File: config.mk
export PLATFORM = sky130hd
export DESIGN_NAME = form_urlencoded_stream_decoder_top
export DESIGN_NICKNAME = d
export VERILOG_FILES = /design/src/hw/rtl/fud_pkg.sv /design/src/hw/rtl/form_urlencoded_stream_decoder_top.sv
export SDC_FILE = /design/constraint.sdc
export NUM_CORES = 1
export LEC_CHECK = 0
export BUFFER_PORTS_ARGS = -buffer_cell sky130_fd_sc_hd__buf_2
export CAP_MARGIN = 20
export CORE_ASPECT_RATIO = 0.75
export CORE_MARGIN = 1
export CORE_UTILIZATION = 30
export DETAILED_ROUTE_END_ITERATION = 10
export GPL_TIMING_DRIVEN = 0
export SETUP_SLACK_MARGIN = 0.05
export SLEW_MARGIN = 30
export SYNTH_ARGS = -nofsm -noshare
export SYNTH_HDL_FRONTEND = slang
export SYNTH_SLANG_ARGS = --single-unit
File: constraint.sdc
create_clock -name clk -period 7.8 [get_ports clk]
set_input_delay 0.78 -clock clk [delete_from_list [all_inputs] [get_ports clk]]
set_output_delay 0.78 -clock clk [all_outputs]
set_load 0.05 [all_outputs]
File: src/hw/rtl/fud_pkg.sv
`default_nettype none
// ----------------------------------------------------------------------------
// Form body decoder package
// Shared types, character codes and the hex digit decode used by the
// form-urlencoded stream decoder.
// ----------------------------------------------------------------------------
package fud_pkg;

	localparam logic [7:0] CHAR_EQUALS  = 8'h3D;
	localparam logic [7:0] CHAR_AMP     = 8'h26;
	localparam logic [7:0] CHAR_PERCENT = 8'h25;
	localparam logic [7:0] CHAR_PLUS    = 8'h2B;
	localparam logic [7:0] CHAR_SPACE   = 8'h20;

	localparam logic REPLACE_PLUS_RESET = 1'b1;

	typedef enum logic [2:0] {
		PH_PAIR_START  = 3'd0,
		PH_KEY         = 3'd1,
		PH_VALUE_START = 3'd2,
		PH_VALUE       = 3'd3,
		PH_STOPPED     = 3'd4
	} parse_phase_t;

	typedef enum logic [1:0] {
		ESC_NONE   = 2'd0,
		ESC_FIRST  = 2'd1,
		ESC_SECOND = 2'd2
	} esc_phase_t;

	typedef struct packed {
		logic [7:0] in_byte;
		logic       in_last;
	} in_item_t;

	typedef struct packed {
		logic [7:0] out_byte;
		logic       byte_valid;
		logic       in_value;
		logic       pair_end;
		logic       pair_dropped;
		logic       format_stop;
		logic       body_done;
	} out_item_t;

	typedef struct packed {
		logic       ok;
		logic [3:0] value;
	} hex_digit_t;

	function automatic hex_digit_t hex_decode(input logic [7:0] c);
		hex_digit_t d;
		d.ok    = 1'b1;
		d.value = 4'd0;
		if (c inside {[8'h30:8'h39]}) begin
			d.value = 4'(c - 8'h30);
		end else if (c inside {[8'h61:8'h66]}) begin
			d.value = 4'(c - 8'h57);
		end else if (c inside {[8'h41:8'h46]}) begin
			d.value = 4'(c - 8'h37);
		end else begin
			d.ok = 1'b0;
		end
		return d;
	endfunction

endpackage
`default_nettype wire

File: src/hw/rtl/form_urlencoded_stream_decoder_top.sv
`default_nettype none
// ----------------------------------------------------------------------------
// Form-urlencoded stream decoder
// Splits a form body into key and value segments, percent-decodes them and
// streams out tagged bytes with pair and error marks.
// ----------------------------------------------------------------------------
// Each result is registered in the output entry, or in the skid entry while the output entry is held.
// Throughput: one byte per cycle, set by the combinational parse and decode
// step; a two-entry output register and skid stage keep input flowing while
// a result waits. Input stalls only when both entries are full.
// Reset clears the parse state, the output entries and sets replace_plus to 1.
module form_urlencoded_stream_decoder_top (
	input  wire logic              clk,
	input  wire logic              arst_n,
	input  wire logic              in_valid,
	output logic                   in_stall,
	input  wire fud_pkg::in_item_t in_data,
	output logic                   out_valid,
	input  wire logic              out_stall,
	output fud_pkg::out_item_t     out_data,
	input  wire logic              cfg_valid,
	output logic                   cfg_ready,
	input  wire logic              cfg_data
);
	import fud_pkg::*;

	logic         replace_plus_q;
	parse_phase_t phase_q;
	esc_phase_t   esc_q;
	logic [3:0]   hn_q;
	logic         bad_q;

	logic         skid_valid_q;
	out_item_t    skid_q;
	logic         out_valid_q;
	out_item_t    out_q;

	logic         accept;
	logic         out_take;

	esc_phase_t   seg_esc;
	logic [3:0]   seg_hn;
	logic         seg_bad;
	esc_phase_t   dec_esc;
	logic [3:0]   dec_hn;
	logic         dec_bad;
	logic         dec_valid;
	logic [7:0]   dec_byte;
	hex_digit_t   hex;

	parse_phase_t phase_d;
	esc_phase_t   esc_d;
	logic [3:0]   hn_d;
	logic         bad_d;
	out_item_t    res;
	logic         has_result;

	logic [7:0]   c;
	logic         last;

	assign c         = in_data.in_byte;
	assign last      = in_data.in_last;
	assign in_stall  = skid_valid_q;
	assign accept    = in_valid && !skid_valid_q;
	assign out_valid = out_valid_q;
	assign out_data  = out_q;
	assign out_take  = out_valid_q && !out_stall;
	assign cfg_ready = 1'b1;

	always_comb begin
		if (phase_q == PH_PAIR_START) begin
			seg_esc = ESC_NONE;
			seg_hn  = 4'd0;
			seg_bad = 1'b0;
		end else begin
			seg_esc = esc_q;
			seg_hn  = hn_q;
			seg_bad = bad_q;
		end
	end

	always_comb begin
		hex       = hex_decode(c);
		dec_esc   = seg_esc;
		dec_hn    = seg_hn;
		dec_bad   = seg_bad;
		dec_valid = 1'b0;
		dec_byte  = c;
		if (!seg_bad) begin
			case (seg_esc)
				ESC_FIRST, ESC_SECOND: begin
					if (!hex.ok) begin
						dec_bad = 1'b1;
						dec_esc = ESC_NONE;
					end else if (seg_esc == ESC_FIRST) begin
						dec_hn  = hex.value;
						dec_esc = ESC_SECOND;
					end else begin
						dec_byte  = {seg_hn, hex.value};
						dec_esc   = ESC_NONE;
						dec_valid = 1'b1;
					end
				end
				default: begin
					dec_esc = ESC_NONE;
					if (c == CHAR_PERCENT) begin
						dec_esc = ESC_FIRST;
					end else if (c == CHAR_PLUS && replace_plus_q) begin
						dec_byte  = CHAR_SPACE;
						dec_valid = 1'b1;
					end else begin
						dec_valid = 1'b1;
					end
				end
			endcase
		end
	end

	always_comb begin
		phase_d = phase_q;
		esc_d   = esc_q;
		hn_d    = hn_q;
		bad_d   = bad_q;
		res     = '0;
		case (phase_q)
			PH_PAIR_START: begin
				if (c == CHAR_EQUALS) begin
					res.format_stop = 1'b1;
					phase_d         = PH_STOPPED;
				end else begin
					esc_d            = dec_esc;
					hn_d             = dec_hn;
					bad_d            = dec_bad;
					res.byte_valid   = dec_valid;
					phase_d          = PH_KEY;
					res.pair_dropped = last;
					res.format_stop  = last;
				end
			end
			PH_KEY: begin
				if (c == CHAR_EQUALS) begin
					esc_d           = ESC_NONE;
					hn_d            = 4'd0;
					bad_d           = 1'b0;
					phase_d         = PH_VALUE_START;
					res.format_stop = last;
				end else begin
					esc_d            = dec_esc;
					hn_d             = dec_hn;
					bad_d            = dec_bad;
					res.byte_valid   = dec_valid;
					res.pair_dropped = last;
					res.format_stop  = last;
				end
			end
			PH_VALUE_START: begin
				if (c == CHAR_AMP) begin
					res.format_stop = 1'b1;
					phase_d         = PH_STOPPED;
				end else begin
					esc_d          = dec_esc;
					hn_d           = dec_hn;
					bad_d          = dec_bad;
					res.byte_valid = dec_valid;
					res.in_value   = dec_valid;
					phase_d        = PH_VALUE;
					res.pair_end   = last;
				end
			end
			PH_VALUE: begin
				if (c == CHAR_AMP) begin
					res.pair_end = 1'b1;
					phase_d      = PH_PAIR_START;
				end else begin
					esc_d          = dec_esc;
					hn_d           = dec_hn;
					bad_d          = dec_bad;
					res.byte_valid = dec_valid;
					res.in_value   = dec_valid;
					res.pair_end   = last;
				end
			end
			default: begin
			end
		endcase
		if (last) begin
			phase_d = PH_PAIR_START;
			esc_d   = ESC_NONE;
			hn_d    = 4'd0;
			bad_d   = 1'b0;
		end
		res.out_byte  = res.byte_valid ? dec_byte : 8'd0;
		res.body_done = last;
		has_result    = res.byte_valid || res.pair_end || res.pair_dropped
			|| res.format_stop || res.body_done;
	end

	always_ff @(posedge clk or negedge arst_n) begin
		if (!arst_n) begin
			replace_plus_q <= REPLACE_PLUS_RESET;
		end else if (cfg_valid && cfg_ready) begin
			replace_plus_q <= cfg_data;
		end
	end

	always_ff @(posedge clk or negedge arst_n) begin
		if (!arst_n) begin
			phase_q <= PH_PAIR_START;
			esc_q   <= ESC_NONE;
			hn_q    <= 4'd0;
			bad_q   <= 1'b0;
		end else if (accept) begin
			phase_q <= phase_d;
			esc_q   <= esc_d;
			hn_q    <= hn_d;
			bad_q   <= bad_d;
		end
	end

	always_ff @(posedge clk or negedge arst_n) begin
		if (!arst_n) begin
			out_valid_q  <= 1'b0;
			skid_valid_q <= 1'b0;
		end else if (skid_valid_q) begin
			if (out_take) begin
				skid_valid_q <= 1'b0;
			end
		end else if (accept && has_result) begin
			if (out_valid_q && !out_take) begin
				skid_valid_q <= 1'b1;
			end else begin
				out_valid_q <= 1'b1;
			end
		end else if (out_take) begin
			out_valid_q <= 1'b0;
		end
	end

	always_ff @(posedge clk) begin
		if (skid_valid_q) begin
			if (out_take) begin
				out_q <= skid_q;
			end
		end else if (accept && has_result) begin
			if (out_valid_q && !out_take) begin
				skid_q <= res;
			end else begin
				out_q <= res;
			end
		end
	end

	a_skid_needs_out: assert property (@(posedge clk) disable iff (!arst_n)
		skid_valid_q |-> out_valid_q)
		else $error("skid entry held without an output entry");

	a_result_flagged: assert property (@(posedge clk) disable iff (!arst_n)
		out_valid_q |-> (out_q.byte_valid || out_q.pair_end || out_q.pair_dropped
			|| out_q.format_stop || out_q.body_done))
		else $error("result transfer carries no flag");

	a_idle_byte_zero: assert property (@(posedge clk) disable iff (!arst_n)
		(out_valid_q && !out_q.byte_valid) |-> (out_q.out_byte == 8'd0 && !out_q.in_value))
		else $error("byte fields set without a decoded byte");

	a_last_resets: assert property (@(posedge clk) disable iff (!arst_n)
		(accept && in_data.in_last) |=>
			(phase_q == PH_PAIR_START && esc_q == ESC_NONE && !bad_q && hn_q == 4'd0))
		else $error("parse state not cleared after final byte");

	a_stop_holds: assert property (@(posedge clk) disable iff (!arst_n)
		(accept && phase_q == PH_STOPPED && !in_data.in_last) |=> (phase_q == PH_STOPPED))
		else $error("parsing resumed after a format stop");

endmodule
`default_nettype wire

==> results of run 1 <==
[path summary, 6_finish.rpt]
check	slack, ns	start	to
hold reg to reg	0.48	esc_q[1]$_DFFE_PN0P_	esc_q[1]$_DFFE_PN0P_
max in group asynchronous	7.15	arst_n	replace_plus_q$_DFFE_PN1P_
hold / removal	0.36	arst_n	hn_q[2]$_DFFE_PN0P_
setup reg to reg	3.69	phase_q[1]$_DFFE_PN0P_	out_data[12]$_DFFE_PP_
min in group clk	0.48	esc_q[1]$_DFFE_PN0P_	esc_q[1]$_DFFE_PN0P_
setup / recovery	3.69	phase_q[1]$_DFFE_PN0P_	out_data[12]$_DFFE_PP_
[cell usage in the layout, fill, tap and decap left out, drive strengths merged, types with 3 or more instances in the layout]
| cell type | n |
|---|---|
| a21oi | 18 |
| and2 | 4 |
| a21o | 3 |
| buf | 32 |
| dfrtp | 12 |
| nor2 | 17 |
| o21ai | 13 |
| clkbuf | 11 |
| inv | 7 |
| nor3 | 4 |
| edfxtp | 28 |
| ha | 5 |
| nand3 | 7 |
| mux2 | 4 |
| nand2b | 3 |
| and3 | 6 |
| o31ai | 5 |
| o211ai | 4 |
| nand2 | 35 |
| nor2b | 3 |
[worst max-delay path, cell delays in order, from the launching register on]
cell and delay [ns]:
dfrtp_1 0.47, or3_1 0.36, clkbuf_1 0.24, and2_1 0.23, ha_1 0.32, o41ai_2 0.39
a21oi_1 0.12, or4_1 0.54, buf_6 0.17, inv_6 0.08, o21ai_1 0.13, a21boi_2 0.68
[power by group]
group          switching, mW  internal [mW]  total (mW)
sequential            0.0196          0.299       0.318
combinational          0.246         0.0757       0.322
clock                 0.0767          0.127       0.204
[stage by stage]
stage                     cells  power, mW  hold slack (ns)  area [µm²]
after floorplan             230      0.565            0.439        2340
after global placement      359      0.641            0.458        2610
after detailed placement    359      0.648            0.465        2620
after CTS                   367      0.853            0.376        2760
after global routing        367      0.889            0.381        2760
final                       367      0.844            0.363        2760
[final cells by class]
class / instances / area (µm²) / share of cell area
buffer: 10 / 56.3 / 0.0204
clock buffer: 5 / 68.8 / 0.0250
clock inverter: 3 / 65.1 / 0.0236
inverter: 8 / 35.0 / 0.0127
multi-input combinational: 171 / 1100 / 0.398
sequential: 41 / 1170 / 0.424
tap: 101 / 126 / 0.0458
timing repair buffer: 28 / 140 / 0.0508
[metal layers]
layer	GRT usage	up-vias
li1	-	920
met1	0.222	903
met2	0.212	60
met3	0.0357	2
met4	0.0386	0
met5	0	-
[cell families after synthesis]
group	after synthesis	synth area share
other	1	0.00160
AND/OR/NAND/NOR	92	0.199
buffers and inverters	18	0.0390
AO/OA/AOI/OAI	64	0.197
multiplexers	6	0.0278
XOR/XNOR	3	0.0112
adder cells (fa/ha/maj)	5	0.0267
flip-flops	41	0.498
[state kept, by name (all words and copies together), names as in the netlist]
| register | count |
|---|---|
| out_valid | 1 |
| phase_q | 3 |
| out_data | 14 |
| skid_q | 14 |
| bad_q | 1 |
| hn_q | 4 |
| replace_plus_q | 1 |
| esc_q | 2 |
| in_stall | 1 |
==> metrics.csv, run 1 <==
stage,metric,value,unit
status,status,"finished, final reports clean",
timing,"Hold Violations, Final",0,
clock_tree,post-cts resize count,0,
placement,post-detail-place hpwl,4290,µm
clock_tree,Clock Sinks,41,
timing,final worst path period need,4.11,ns
power_and_ir_drop,Max VDD drop,0.149,mV
global_route,pin count of the biggest net entering global routing,15,
clock_tree,"Clk Latency, worst-skew pair",0.30,ns
routing,DRT Pass-1 Iters,4,
synth,Netlist cell types,62,
routing,# DRC,0,
synth,Yosys warnings,0,
routing,Routed WL,5620,µm
synth,syn avg cell area,10.2,µm²
critical_path,required time of the critical path,7.73,ns
placement,routability cong.,0.861,
final_layout,share of cells above drive strength 1,0.211,
synth,fraction of registers with async set or reset after synthesis,0.317,
routing,mean number of vias per cell,5.14,
clock_tree,TritonCTS clock tree,yes,
timing,final setup violating endpoints,0,
critical_path,Critical Path Sink Type,flop,
power_and_ir_drop,Leak Pwr,1.09,nW
floorplanning,Die Ht,78.5,µm
critical_path,Critical Path Start Type,flop,
timing,setup slack after layout,3.69,ns
floorplanning,Ports,32,
final_layout,fillers,763,
clock_tree,CTS max path bufs,2,
global_route,vias in the first global route,1758,
global_route,initial antenna violation count,0,
floorplanning,Chip Width,104,µm
synth,syn_nets,250,
clock_tree,CTS clock-pin slew for the worst setup and hold paths,0.08,ns
synth,Yosys top cell by area,edfxtp_1,
placement,pre-CTS setup slack,3.66,ns
placement,Port-buffer cells,28,
timing,fin. max-slew vios,0,
critical_path,WP data arrival,4.04,ns
clock_tree,TritonCTS Buffers,5,
routing,top routing layer in use,met4,
final_layout,area added between synthesis and finish,17.6,%
clock_tree,hold_buf cts,0,
routing,Starting DRT DRC Count,153,
routing,routed vias,1885,
final_layout,Final nets,285,
routing,Avg WL per Cell,15.3,µm
floorplanning,Row Count,27,
critical_path,CP Class,flop to flop,
synth,Synth top area share,0.359,
clock_tree,postcts setup bufs,0,
synth,Post-synth top cells,"nand2_1, edfxtp_1, a21oi_1, nor2_1, dfrtp_1",
floorplanning,Die ar.,8170,µm²
synth,Main synth FF type,edfxtp_1,
power_and_ir_drop,PwrDens,306,nW/µm²
timing,final worst path period share,0.527,
timing,RSZ-0062 raised after global routing,false,
final_layout,Finished Core Util,0.369,
timing,Sum Neg Setup Slack,0,ns
synth,Synth area leaders,"edfxtp_1, dfrtp_1, nand2_1, a21oi_1, nor2_1",
clock_tree,H-tree lvl count,2,
synth,Yosys reg bits,41,
synth,"Seq/Total Area, Yosys",0.498,
critical_path,R2R depth,11,
global_route,first-pass GRT wire length,9340,µm
final_layout,# diodes,0,
routing,DRT antenna net count,0,
routing,WL met2,2360,µm
routing,met1 WL,2910,µm
timing,skew final,0.00533,ns
critical_path,crit path max fanout,14,
global_route,Total GRT Usage,0.149,
clock_tree,Root Driver,clkbuf_8,
flow_run,maxcap violations,0,
synth,Post-synth EDFFs,28,
floorplanning,initial core utilization,0.314,
timing,Slew headroom,0.463,
routing,Met3 Wirelength,336,µm
synth,most common cell in the netlist,nand2_1,
timing,f_max,0.243,GHz
synth,Syn Inst Count,230,
global_route,grt ovf,0,
synth,Netlist Area Pre-Place,2340,µm²
timing,Slew @ Worst Pin,0.800,ns
worst_hold_path,worst hold path type,input pin to async pin,
floorplanning,core footprint,7470,µm²
(Power assumes the default switching activity.)
==> run 2, diff against run 1 <==
==> constraint.sdc (replaced) <==
create_clock -name clk -period 3.5 [get_ports clk]
set_input_delay 0.35 -clock clk [delete_from_list [all_inputs] [get_ports clk]]
set_output_delay 0.35 -clock clk [all_outputs]
set_load 0.05 [all_outputs]
==> metrics.csv, run 2 (synthesis results as in run 1) <==
stage,metric,value,unit
status,status,"finished, final reports clean",
placement,post-detail-place hpwl,4030,µm
critical_path,required time of the critical path,3.50,ns
routing,DRT Pass-1 Iters,4,
clock_tree,TritonCTS Buffers,5,
timing,skew final,0.00509,ns
global_route,met3 global-route usage,0.0332,
power_and_ir_drop,sw frac,0.424,
floorplanning,core footprint,7470,µm²
floorplanning,Chip Width,104,µm
placement,Port-buffer cells,28,
final_layout,Final nets,291,
final_layout,Final Cell Area,2810,µm²
timing,final setup violating endpoints,0,
worst_hold_path,worst hold endpoint,skid_q[0]$_DFFE_PP_,
power_and_ir_drop,fraction of power consumed by sequential logic,0.395,
power_and_ir_drop,combinational cell fraction of total power,0.441,
timing,"Hold Violations, Final",0,
final_layout,"most common cell after layout, fill and taps aside",nand2_1,
worst_hold_path,worst hold path type,input pin to flop,
global_route,met2 Use GR,0.195,
clock_tree,CTS clock-pin slew for the worst setup and hold paths,0.08,ns
timing,f_max,0.302,GHz
critical_path,R2R depth,12,
global_route,grt ovf,0,
critical_path,FF-to-FF setup slack,0.19,ns
routing,Routed WL,5300,µm
global_route,Total GRT Usage,0.134,
routing,Avg WL per Cell,14.3,µm
placement,DP Area,2640,µm²
timing,final worst path period share,0.947,
final_layout,share of cells above drive strength 1,0.232,
global_route,M1 GR Usage,0.199,
critical_path,Worst R2R Start,phase_q[1]$_DFFE_PN0P_,
critical_path,CP Class,flop to flop,
global_route,GR peak layer,met1,
flow_run,maxcap violations,0,
floorplanning,Die Ht,78.5,µm
routing,routed vias,1860,
timing,Slew @ Worst Pin,0.713,ns
timing,Slew headroom,0.518,
power_and_ir_drop,Leak Pwr,1.11,nW
clock_tree,CTS max path bufs,2,
power_and_ir_drop,Max VDD drop,0.309,mV
floorplanning,Die ar.,8170,µm²
critical_path,Critical Path Start Type,flop,
routing,mean number of vias per cell,5.00,
critical_path,Critical Path Sink Type,flop,
global_route,vias in the first global route,1671,
timing,setup slack after layout,0.186,ns
final_layout,area added between synthesis and finish,19.9,%
clock_tree,"Clk Latency, worst-skew pair",0.29,ns
worst_hold_path,hold path start,in_data[0],
floorplanning,Row Count,27,
final_layout,most frequent cells in the layout,"nand2_1, buf_2, edfxtp_1, a21oi_1, nor2_1",
critical_path,Max stage delay on crit path,0.54,ns
power_and_ir_drop,Clk pwr share,0.164,
critical_path,crit path max fanout,14,
placement,pre-CTS setup slack,-0.337,ns
global_route,first-pass GRT wire length,8630,µm
final_layout,Finished Core Util,0.376,
global_route,pin count of the biggest net entering global routing,15,
timing,fin. max-slew vios,0,
clock_tree,Clock Sinks,41,
clock_tree,TritonCTS clock tree,yes,
final_layout,# diodes,0,
timing,final worst path period need,3.31,ns
placement,routability cong.,0.870,
clock_tree,Root Driver,clkbuf_8,
power_and_ir_drop,internal power,1.02,mW
critical_path,critical path cell sequence,or3_1 > buf_4 > and2_1 > ha_4 > o41ai_2 > a21oi_1 > or4_1 > buf_6 > inv_6 > o21ai_2 > a21boi_4 > buf_12,
floorplanning,initial core utilization,0.314,
timing,RSZ-0062 raised after global routing,false,
routing,DRT antenna net count,0,
routing,# DRC,0,
power_and_ir_drop,switching power,747,µW
floorplanning,Ports,32,
global_route,initial antenna violation count,0,
critical_path,reg2reg end,out_data[5]$_DFFE_PP_,
worst_hold_path,Cells on Worst Hold Path,1,
power_and_ir_drop,PwrDens,628,nW/µm²
routing,Starting DRT DRC Count,185,
clock_tree,H-tree lvl count,2,
critical_path,WP data arrival,3.32,ns
critical_path,Crit-path slowest cell,or4_1,
-- run 2: metrics by stage --
step	hold WS, ns	power [mW]	cells	TNS (ns)
floorplan	0.0544	1.27	230	0
global placement	0.261	1.43	359	-7.22
detailed placement	0.263	1.44	359	-8.45
CTS	0.249	1.77	370	0
global route	0.245	1.86	372	0
finish	0.254	1.76	372	0
-- run 2: repair_timing --
action / in CTS / in global routing
pin swaps: 2 / 1
gates resized for setup: 3 / 5
setup buffers: 3 / 2
hold buffers: 1 / 0
setup endpoints to repair: 28 / 28
endpoints found under the hold margin: 12 / 0
-- run 2: area by class of cell --
class | count | area (µm²)
clock buffers | 5 | 68.8
repair buffers | 34 | 213
multi-input cells | 171 | 1130
plain buffers | 10 | 60.1
fillers | 741 | 4660
clock inverters | 2 | 11.3
flip-flops and latches | 41 | 1170
inverters | 8 | 35.0
well taps | 101 | 126
-- run 2: critical path, delay by kind of cell (launching register included) --
family	cells	cell delay, ns
DFF	1	0.44
and+or+nand+nor	3	1.07
AOI/OAI and AO/OA	4	0.73
adders and majority gates	1	0.20
buffers and inverters	4	0.58
-- run 2: how the worst max path moves through the flow --
stage	slack, ns	cells past startpoint	from	to
CTS	0.05	12	phase_q[1]$_DFFE_PN0P_	out_data[5]$_DFFE_PP_
global placement	-0.29	11	phase_q[0]$_DFFE_PN0P_	out_data[8]$_DFFE_PP_
floorplan	0.07	11	phase_q[0]$_DFFE_PN0P_	out_data[0]$_DFFE_PP_
global route	0.06	12	phase_q[1]$_DFFE_PN0P_	out_data[9]$_DFFE_PP_
detailed placement	-0.34	11	phase_q[0]$_DFFE_PN0P_	out_data[8]$_DFFE_PP_
finish	0.19	12	phase_q[1]$_DFFE_PN0P_	out_data[5]$_DFFE_PP_
-- run 2: power groups by stage --
stage	clock network [mW]	registers (mW)	logic, mW
after floorplan	0	1.00	0.273
after global placement	0	0.713	0.718
after detailed placement	0	0.715	0.722
after CTS	0.298	0.697	0.779
after global routing	0.314	0.706	0.835
final	0.290	0.696	0.778
-- run 2: layer usage --
| metal | wire [µm] | up-vias |
|---|---|---|
| met5 | 0 | - |
| met4 | 8 | 0 |
| met3 | 233 | 2 |
| met2 | 2230 | 51 |
| met1 | 2830 | 876 |
| li1 | - | 931 |
